[src/hdl/md5sh_pkg.sv]
// Package for the MD5 stream hasher: payload structs, controller types,
// round constants and shift tables. No dependencies.
package md5sh_pkg;

  typedef struct packed {
    logic [7:0] data_byte;
    logic       has_byte;
    logic       end_of_message;
  } md5sh_in_t;

  typedef struct packed {
    logic [31:0] digest_word;
    logic [1:0]  word_index;
    logic        last_word;
  } md5sh_out_t;

  typedef enum logic [2:0] {
    ST_IDLE,
    ST_RUN,
    ST_PAD,
    ST_EMIT,
    ST_FOLD
  } md5sh_state_e;

  // Commands from controller to datapath.
  typedef struct packed {
    logic       absorb;      // write a message byte into the block
    logic       start;       // load working words, round counter to zero
    logic       round;       // run one round
    logic       finish;      // add working words into chaining words
    logic       pad_fill;    // write padding into the block
    logic       pad_extra;   // padding needs its own trailing length block
    logic       rearm;       // restore initial values
  } md5sh_cmd_t;

  typedef struct packed {
    logic       block_full;  // 64 bytes held
    logic       last_round;  // round counter at 63
    logic       pad_spill;   // 0x80 lands past byte 55
  } md5sh_sts_t;

  localparam logic [31:0] InitA = 32'h67452301;
  localparam logic [31:0] InitB = 32'hefcdab89;
  localparam logic [31:0] InitC = 32'h98badcfe;
  localparam logic [31:0] InitD = 32'h10325476;
  localparam logic [7:0]  PadByte = 8'h80;

  function automatic logic [31:0] round_const(input logic [5:0] i);
    logic [31:0] k;
    unique case (i)
      6'd0: k = 32'hd76aa478; 6'd1: k = 32'he8c7b756; 6'd2: k = 32'h242070db;
      6'd3: k = 32'hc1bdceee; 6'd4: k = 32'hf57c0faf; 6'd5: k = 32'h4787c62a;
      6'd6: k = 32'ha8304613; 6'd7: k = 32'hfd469501; 6'd8: k = 32'h698098d8;
      6'd9: k = 32'h8b44f7af; 6'd10: k = 32'hffff5bb1; 6'd11: k = 32'h895cd7be;
      6'd12: k = 32'h6b901122; 6'd13: k = 32'hfd987193; 6'd14: k = 32'ha679438e;
      6'd15: k = 32'h49b40821; 6'd16: k = 32'hf61e2562; 6'd17: k = 32'hc040b340;
      6'd18: k = 32'h265e5a51; 6'd19: k = 32'he9b6c7aa; 6'd20: k = 32'hd62f105d;
      6'd21: k = 32'h02441453; 6'd22: k = 32'hd8a1e681; 6'd23: k = 32'he7d3fbc8;
      6'd24: k = 32'h21e1cde6; 6'd25: k = 32'hc33707d6; 6'd26: k = 32'hf4d50d87;
      6'd27: k = 32'h455a14ed; 6'd28: k = 32'ha9e3e905; 6'd29: k = 32'hfcefa3f8;
      6'd30: k = 32'h676f02d9; 6'd31: k = 32'h8d2a4c8a; 6'd32: k = 32'hfffa3942;
      6'd33: k = 32'h8771f681; 6'd34: k = 32'h6d9d6122; 6'd35: k = 32'hfde5380c;
      6'd36: k = 32'ha4beea44; 6'd37: k = 32'h4bdecfa9; 6'd38: k = 32'hf6bb4b60;
      6'd39: k = 32'hbebfbc70; 6'd40: k = 32'h289b7ec6; 6'd41: k = 32'heaa127fa;
      6'd42: k = 32'hd4ef3085; 6'd43: k = 32'h04881d05; 6'd44: k = 32'hd9d4d039;
      6'd45: k = 32'he6db99e5; 6'd46: k = 32'h1fa27cf8; 6'd47: k = 32'hc4ac5665;
      6'd48: k = 32'hf4292244; 6'd49: k = 32'h432aff97; 6'd50: k = 32'hab9423a7;
      6'd51: k = 32'hfc93a039; 6'd52: k = 32'h655b59c3; 6'd53: k = 32'h8f0ccc92;
      6'd54: k = 32'hffeff47d; 6'd55: k = 32'h85845dd1; 6'd56: k = 32'h6fa87e4f;
      6'd57: k = 32'hfe2ce6e0; 6'd58: k = 32'ha3014314; 6'd59: k = 32'h4e0811a1;
      6'd60: k = 32'hf7537e82; 6'd61: k = 32'hbd3af235; 6'd62: k = 32'h2ad7d2bb;
      default: k = 32'heb86d391;
    endcase
    return k;
  endfunction

  function automatic logic [4:0] shift_amt(input logic [3:0] i);
    logic [4:0] s;
    unique case (i)
      4'd0: s = 5'd7;   4'd1: s = 5'd12;  4'd2: s = 5'd17;  4'd3: s = 5'd22;
      4'd4: s = 5'd5;   4'd5: s = 5'd9;   4'd6: s = 5'd14;  4'd7: s = 5'd20;
      4'd8: s = 5'd4;   4'd9: s = 5'd11;  4'd10: s = 5'd16; 4'd11: s = 5'd23;
      4'd12: s = 5'd6;  4'd13: s = 5'd10; 4'd14: s = 5'd15; default: s = 5'd21;
    endcase
    return s;
  endfunction

endpackage

[src/hdl/md5_stream_hasher_unit.sv]
// MD5 stream hasher: takes one request per idle cycle; a request with a byte
// that fills the block runs a compression, and an end of message runs one
// padding block, or two when the 0x80 marker lands past byte 55, and then
// emits four output words. The single shared round unit runs one MD5 round
// per cycle. Uses md5sh_pkg.
module md5_stream_hasher_unit import md5sh_pkg::*; (
  input  logic       clk_i,
  input  logic       rst_ni,
  input  logic       in_valid_i,
  output logic       in_stall_o,
  input  md5sh_in_t  in_data_i,
  output logic       out_valid_o,
  input  logic       out_stall_i,
  output md5sh_out_t out_data_o
);

  md5sh_cmd_t cmd;
  md5sh_sts_t sts;
  logic [1:0] sel;
  logic [31:0] word;

  md5sh_ctrl u_ctrl (
    .clk_i, .rst_ni, .in_valid_i, .in_stall_o,
    .has_byte_i(in_data_i.has_byte), .eom_i(in_data_i.end_of_message),
    .sts_i(sts), .cmd_o(cmd), .word_sel_o(sel), .out_valid_o, .out_stall_i
  );

  md5sh_datapath u_dp (
    .clk_i, .rst_ni, .data_byte_i(in_data_i.data_byte),
    .cmd_i(cmd), .word_sel_i(sel), .sts_o(sts), .word_o(word)
  );

  assign out_data_o.digest_word = word;
  assign out_data_o.word_index  = sel;
  assign out_data_o.last_word   = (sel == 2'd3);

endmodule

[src/hdl/md5sh_datapath.sv]
// Datapath of the MD5 stream hasher: block buffer, length counter, chaining
// and working words and the one-round-per-cycle compression unit. Uses md5sh_pkg.
module md5sh_datapath import md5sh_pkg::*; (
  input  logic        clk_i,
  input  logic        rst_ni,
  input  logic [7:0]  data_byte_i,
  input  md5sh_cmd_t  cmd_i,
  input  logic [1:0]  word_sel_i,
  output md5sh_sts_t  sts_o,
  output logic [31:0] word_o
);

  // The block is held as sixteen little-endian message words.
  logic [31:0] buf_q [16];
  logic [6:0]  fill_q, fill_d;
  logic [63:0] len_q, len_d;
  logic [31:0] h_q [4];
  logic [31:0] a_q, b_q, c_q, d_q;
  logic [5:0]  rnd_q;

  logic [1:0]  phase;
  logic [31:0] f, w, sum, rot;
  logic [3:0]  g;
  logic [4:0]  sh;
  logic [63:0] rot2;
  logic        spill;

  always_comb begin
    phase = rnd_q[5:4];
    unique case (phase)
      2'd0: begin f = (b_q & c_q) | (~b_q & d_q); g = rnd_q[3:0]; end
      2'd1: begin f = (b_q & d_q) | (c_q & ~d_q); g = 4'(5 * rnd_q + 1); end
      2'd2: begin f = b_q ^ c_q ^ d_q;            g = 4'(3 * rnd_q + 5); end
      default: begin f = c_q ^ (b_q | ~d_q);      g = 4'(7 * rnd_q); end
    endcase
    w    = buf_q[g];
    sum  = a_q + f + round_const(rnd_q) + w;
    sh   = shift_amt({phase, rnd_q[1:0]});
    rot2 = {sum, sum} << sh;
    rot  = rot2[63:32];
  end

  assign spill = (fill_q[5:0] > 6'd55);
  assign sts_o.block_full = fill_q[6];
  assign sts_o.last_round = (rnd_q == 6'd63);
  assign sts_o.pad_spill  = spill;
  assign word_o = h_q[word_sel_i];

  always_comb begin
    fill_d = fill_q;
    len_d  = len_q;
    if (cmd_i.absorb) begin
      fill_d = fill_q + 7'd1;
      len_d  = len_q + 64'd8;
    end
    if (cmd_i.finish && fill_q[6]) fill_d = '0;
    if (cmd_i.rearm) begin
      fill_d = '0;
      len_d  = '0;
    end
  end

  always_ff @(posedge clk_i or negedge rst_ni) begin
    if (!rst_ni) begin
      fill_q <= '0;
      len_q  <= '0;
      h_q[0] <= InitA; h_q[1] <= InitB; h_q[2] <= InitC; h_q[3] <= InitD;
      rnd_q  <= '0;
    end else begin
      fill_q <= fill_d;
      len_q  <= len_d;
      if (cmd_i.start) rnd_q <= '0;
      else if (cmd_i.round) rnd_q <= rnd_q + 6'd1;
      if (cmd_i.rearm) begin
        h_q[0] <= InitA; h_q[1] <= InitB; h_q[2] <= InitC; h_q[3] <= InitD;
      end else if (cmd_i.finish) begin
        h_q[0] <= h_q[0] + a_q; h_q[1] <= h_q[1] + b_q;
        h_q[2] <= h_q[2] + c_q; h_q[3] <= h_q[3] + d_q;
      end
    end
  end

  always_ff @(posedge clk_i) begin
    if (cmd_i.start) begin
      a_q <= h_q[0]; b_q <= h_q[1]; c_q <= h_q[2]; d_q <= h_q[3];
    end else if (cmd_i.round) begin
      a_q <= d_q; d_q <= c_q; c_q <= b_q; b_q <= b_q + rot;
    end
  end

  // Padding keeps message bytes below the fill point. With pad_extra the rest
  // is 0x80 and zeros; otherwise the length goes in the top eight bytes. A
  // block holding just the length after a spill is zero below the length.
  always_ff @(posedge clk_i) begin
    if (cmd_i.absorb) buf_q[fill_q[5:2]][{fill_q[1:0], 3'd0} +: 8] <= data_byte_i;
    if (cmd_i.pad_fill) begin
      for (int i = 0; i < 64; i++) begin
        if (i < 56 || cmd_i.pad_extra) begin
          if (fill_q[6] || (spill && !cmd_i.pad_extra))
            buf_q[i[5:2]][{i[1:0], 3'd0} +: 8] <= 8'h00;
          else if (6'(i) == fill_q[5:0]) buf_q[i[5:2]][{i[1:0], 3'd0} +: 8] <= PadByte;
          else if (6'(i) > fill_q[5:0]) buf_q[i[5:2]][{i[1:0], 3'd0} +: 8] <= 8'h00;
        end else begin
          buf_q[i[5:2]][{i[1:0], 3'd0} +: 8] <= len_q[8*(i-56) +: 8];
        end
      end
    end
  end

endmodule

[src/hdl/md5sh_ctrl.sv]
// Controller of the MD5 stream hasher: sequences absorb, compression rounds,
// padding and digest output. Uses md5sh_pkg.
module md5sh_ctrl import md5sh_pkg::*; (
  input  logic        clk_i,
  input  logic        rst_ni,
  input  logic        in_valid_i,
  output logic        in_stall_o,
  input  logic        has_byte_i,
  input  logic        eom_i,
  input  md5sh_sts_t  sts_i,
  output md5sh_cmd_t  cmd_o,
  output logic [1:0]  word_sel_o,
  output logic        out_valid_o,
  input  logic        out_stall_i
);

  md5sh_state_e state_q, state_d;
  logic eom_q, eom_d;       // message end pending behind the current block
  logic pad_q, pad_d;       // current block is a padding block
  logic spill_q, spill_d;   // a length-only block still follows
  logic [1:0] sel_q, sel_d;

  assign word_sel_o  = sel_q;
  assign out_valid_o = (state_q == ST_EMIT);

  always_ff @(posedge clk_i or negedge rst_ni) begin
    if (!rst_ni) begin
      state_q <= ST_IDLE;
      eom_q   <= 1'b0;
      pad_q   <= 1'b0;
      spill_q <= 1'b0;
      sel_q   <= '0;
    end else begin
      state_q <= state_d;
      eom_q   <= eom_d;
      pad_q   <= pad_d;
      spill_q <= spill_d;
      sel_q   <= sel_d;
    end
  end

  always_comb begin
    state_d = state_q;
    eom_d   = eom_q;
    pad_d   = pad_q;
    spill_d = spill_q;
    sel_d   = sel_q;
    cmd_o   = '0;
    in_stall_o = 1'b1;
    unique case (state_q)
      ST_IDLE: begin
        in_stall_o = 1'b0;
        if (in_valid_i) begin
          cmd_o.absorb = has_byte_i;
          eom_d = eom_i;
          if (has_byte_i || eom_i) state_d = ST_PAD;
        end
      end
      // Decide, after a request or after a fold, whether a block must run.
      ST_PAD: begin
        pad_d = 1'b0;
        if (sts_i.block_full) begin
          cmd_o.start = 1'b1;
          state_d = ST_RUN;
        end else if (eom_q) begin
          eom_d = 1'b0;
          cmd_o.pad_fill  = 1'b1;
          cmd_o.pad_extra = sts_i.pad_spill;
          spill_d = sts_i.pad_spill;
          pad_d = 1'b1;
          cmd_o.start = 1'b1;
          state_d = ST_RUN;
        end else if (spill_q) begin
          spill_d = 1'b0;
          cmd_o.pad_fill = 1'b1;
          pad_d = 1'b1;
          cmd_o.start = 1'b1;
          state_d = ST_RUN;
        end else begin
          state_d = ST_IDLE;
        end
      end
      ST_RUN: begin
        cmd_o.round = 1'b1;
        if (sts_i.last_round) state_d = ST_FOLD;
      end
      ST_EMIT: begin
        if (!out_stall_i) begin
          sel_d = sel_q + 2'd1;
          if (sel_q == 2'd3) begin
            cmd_o.rearm = 1'b1;
            state_d = ST_IDLE;
          end
        end
      end
      ST_FOLD: begin
        // Rounds done: fold into chaining words, then pad, emit or return.
        cmd_o.finish = 1'b1;
        if (pad_q && !spill_q) begin
          sel_d = '0;
          state_d = ST_EMIT;
        end else begin
          state_d = ST_PAD;
        end
      end
      default: begin
        state_d = ST_IDLE;
      end
    endcase
  end

endmodule

[config.mk]
export PLATFORM = sky130hd
export DESIGN_NAME = md5_stream_hasher_unit
export DESIGN_NICKNAME = d
export VERILOG_FILES = /design/src/hdl/md5sh_pkg.sv /design/src/hdl/md5_stream_hasher_unit.sv /design/src/hdl/md5sh_datapath.sv /design/src/hdl/md5sh_ctrl.sv
export SDC_FILE = /design/constraint.sdc
export NUM_CORES = 2
export LEC_CHECK = 0
export ABC_AREA = 0
export BUFFER_PORTS_ARGS = -buffer_cell sky130_fd_sc_hd__buf_2
export CORE_ASPECT_RATIO = 1.1
export CORE_MARGIN = 1.5
export CORE_UTILIZATION = 58
export CTS_CLUSTER_SIZE = 10
export DETAILED_ROUTE_END_ITERATION = 10
export HOLD_SLACK_MARGIN = 0.06
export PLACE_DENSITY = 0.79
export SLEW_MARGIN = 20
export SYNTH_ARGS = -nofsm -noshare
export SYNTH_HDL_FRONTEND = slang
export SYNTH_SLANG_ARGS = --single-unit
[constraint.sdc]
create_clock -name clk_i -period 21.1 [get_ports clk_i]
set_input_delay 4.22 -clock clk_i [delete_from_list [all_inputs] [get_ports clk_i]]
set_output_delay 4.22 -clock clk_i [all_outputs]
set_load 0.01 [all_outputs]
==> results.ini <==
[run_status]
status = completed

[route]
drt-total-wl_um = 194000
drcViolationCount = 0
first_iter_violations = 6675
via_count = 52000
viasPerCell = 6.62
first_pass_iters = 7
wl_per_cell_um = 24.8
antenna_left = 0

[power_and_ir_drop]
finalPower_mw = 3.31
leakage_nw = 25.0
p_per_area_nw_per_um2 = 55.0
ir_worst_vdd_v = 0.0000674

[clock_network]
post_cts_buffers = 0
numCtsBuffers = 98
clk-insertion-delay-late_ns = 0.72
cts_tree = built
cts-root-buf = clkbuf_16
path_clk_slew_ns = 0.06
cts_buffer_depth = 3
htree_levels = 3
postCtsResizedCells = 0
cts_num_sinks = 850
hold_buffers = 0

[floorplanning]
coreArea_sq_um = 95900
die_w_um = 300
start_util_pct = 58.5
die_area_sq_um = 98700
io_pins = 51
num_rows = 119
die_y_um = 329

[cells_and_area]
seq_area_sq_um = 20600
post-route-util_pct = 62.7
area_delta_synth_final_pct = 7.09
fin_area_sq_um = 60100
drive_above_1_share_pct = 9.26
final_common_cell = nor2_1
multi_input_area_sq_um = 33200
nNetsFinal = 6820
fillers = 8065
final_cell_mix = nor2_1, nand2_1, a21oi_1

[synthesis]
ys_seq_elements = 850
yosys_warnings = 0
synthArstFlopShare_pct = 24.7
synthCells = 6680
ys_seq_area_share_pct = 36.8
synth_edf_count = 248
syn_nets = 6989
synth_cell_types = 97
syn_area_sq_um = 56100
ys.flop_type = dfxtp_1
syn_avg_cell_area_sq_um = 8.40

[sta]
drv_slew = 0
fmax_ghz = 0.0747
final-hold-violation-count = 0
setup_viol = 0
fin_tns_setup_ns = 0
rsz0062_at_grt = false
hold_slack_ns = 0.478
fin_worst_skew_ns = 0.0563
period_needed_ns = 13.39
period_share_pct = 63.5
worstMarginPinSlew_ns = 1.29
max_slew_margin_pct = 13.0

[worst_hold_path]
hold_depth = 2
hp-class = flop to flop
whs_endpoint = u_dp.buf_q[8][27]$_SDFFE_PP0P_
min_from = u_dp.buf_q[8][27]$_SDFFE_PP0P_

[global_route]
grt_pass1_vias = 49700
grt_max_degree = 113
grt_pass1_wl_um = 294000
groute.usage.overall_pct = 38.7
antenna_found_initial = 8
overflow = 0

[critical_path]
r2r-start = u_dp.rnd_q[1]$_DFFE_PN0P_
timing.rr.end = u_dp.b_q[28]$_DFFE_PP_
required_ns = 21.54
rr_worst_depth = 42
start_kind = flop
reg2reg_slack_ns = 7.71
cp_max_fo = 40
worstPathArrival_ns = 13.83
criticalPathCategory = flop to flop
crit_slowest_cell = ha_1
critical_path.endpoint_type = flop
max_stage_delay_ns = 0.81

[placed_design]
port_buffers = 50
hpwl_um = 139000
routabilityCongestion = 1.03
place_area_sq_um = 57200

[flow_run]
cap_violations = 0

-- cells in the mapped netlist (17+ instances only) --
master / instances / share of area [%]
nor2_1: 1173 / 7.8
nand2_1: 819 / 5.5
a21oi_1: 758 / 6.8
o21ai_0: 459 / 4.1
dfxtp_1: 392 / 14
clkbuf_1: 323 / 2.2
edfxtp_1: 248 / 13
inv_1: 229 / 1.5
ha_1: 223 / 5.0
mux4_2: 165 / 6.6
dfrtp_1: 146 / 6.5
xnor2_1: 141 / 2.2
nand3_1: 134 / 1.2
xor2_1: 117 / 1.8
mux2i_1: 105 / 1.9
a21o_1: 78 / 1.0
nor3_1: 78 / 0.70
fa_1: 72 / 2.6
a31oi_1: 68 / 0.76
a211oi_1: 64 / 0.86
dfstp_2: 64 / 3.0
nand2b_1: 64 / 0.71
buf_1: 57 / 0.38
o211ai_1: 55 / 0.74
mux2_2: 51 / 1.0
o22ai_1: 49 / 0.55
and3_1: 41 / 0.46
or2_2: 40 / 0.45
o21a_1: 34 / 0.45
nor2b_1: 31 / 0.35
or3_1: 31 / 0.35
o21ai_1: 28 / 0.25
o21bai_1: 27 / 0.36
a32o_1: 23 / 0.41
and2_1: 23 / 0.26
nand4_1: 18 / 0.20
o31ai_1: 17 / 0.23
-- sequential cells by signal (all words and copies together) (netlist names) --
signal,count
u_ctrl.eom_q,1
u_ctrl.pad_q,1
u_ctrl.spill_q,1
u_ctrl.state_q,3
u_ctrl.word_sel_o,2
u_dp.a_q,32
u_dp.b_q,32
u_dp.buf_q,512
u_dp.c_q,32
u_dp.d_q,32
u_dp.fill_q,7
u_dp.h_q,128
u_dp.len_q,61
u_dp.rnd_q,6
-- routing by layer --
| metal | vias up | global-route usage (%) | wire length [um] | share of wire [%] |
|---|---|---|---|---|
| li1 | 23200 | - | - | - |
| met1 | 24900 | 46.1 | 69500 | 36 |
| met2 | 3121 | 62.8 | 89600 | 46 |
| met3 | 761 | 8.51 | 20200 | 10 |
| met4 | 14 | 26.7 | 15100 | 7.8 |
| met5 | - | 0 | 84 | 0.043 |
-- per-stage QoR --
stage | cells | setup slack [ns]
4_1_cts | 7846 | 7.88
3_5_place_dp | 7681 | 8.03
2_1_floorplan | 6680 | 10.38
3_3_place_gp | 7681 | 8.31
5_1_grt | 7846 | 6.98
6_report | 7848 | 7.71
-- worst max path at each step --
stage,from,depth (start not counted),endpoint
after global placement,u_dp.rnd_q[1]$_DFFE_PN0P_,45,u_dp.b_q[28]$_DFFE_PP_
final,u_dp.rnd_q[1]$_DFFE_PN0P_,42,u_dp.b_q[28]$_DFFE_PP_
after floorplan,u_dp.rnd_q[0]$_DFFE_PN0P_,48,u_dp.b_q[28]$_DFFE_PP_
after CTS,u_dp.rnd_q[1]$_DFFE_PN0P_,42,u_dp.b_q[28]$_DFFE_PP_
after detailed placement,u_dp.rnd_q[1]$_DFFE_PN0P_,42,u_dp.b_q[28]$_DFFE_PP_
after global routing,u_dp.rnd_q[1]$_DFFE_PN0P_,42,u_dp.b_q[28]$_DFFE_PP_
-- report_power, final --
group,total [mW],switching [mW],leakage [nW],internal (mW)
Clock,1.60,0.715,1.38,0.883
Sequential,1.68,0.0000280,7.76,1.68
Combinational,0.0317,0.0249,15.8,0.00681
Total,3.31,0.740,25.0,2.57
-- critical path: cells and delay by family, from the launching register on --
| family | cells | cell delay [ns] |
|---|---|---|
| AND/OR/NAND/NOR | 4 | 1.27 |
| AO/OA/AOI/OAI | 20 | 4.85 |
| adder cells (fa/ha/maj) | 6 | 2.91 |
| multiplexers | 5 | 1.73 |
| XOR/XNOR | 1 | 0.19 |
| buffers and inverters | 6 | 1.85 |
| flip-flops | 1 | 0.32 |
-- area by class of cell --
class / count / share of cell area (%)
Antenna cell: 2 / 0.00833
Sequential cell: 850 / 34.3
Inverter: 233 / 1.46
Tap cell: 1270 / 2.64
Clock inverter: 10 / 0.327
Clock buffer: 155 / 4.52
Timing Repair Buffer: 127 / 1.42
Multi-Input combinational cell: 5201 / 55.3
-- cell families (layout without fill, tap and decap cells) --
group / count (synthesis) / after routing / share of synthesized area, %
other cells: 0 / 2 / 0
mux: 321 / 321 / 9.52
compound gates: 1816 / 1816 / 19.0
buf+inv: 629 / 525 / 4.27
flops: 850 / 850 / 36.8
xor+xnor: 261 / 261 / 4.14
simple gates: 2508 / 2508 / 18.7
fa+ha+maj: 295 / 295 / 7.54
(Power assumes the default switching activity.)
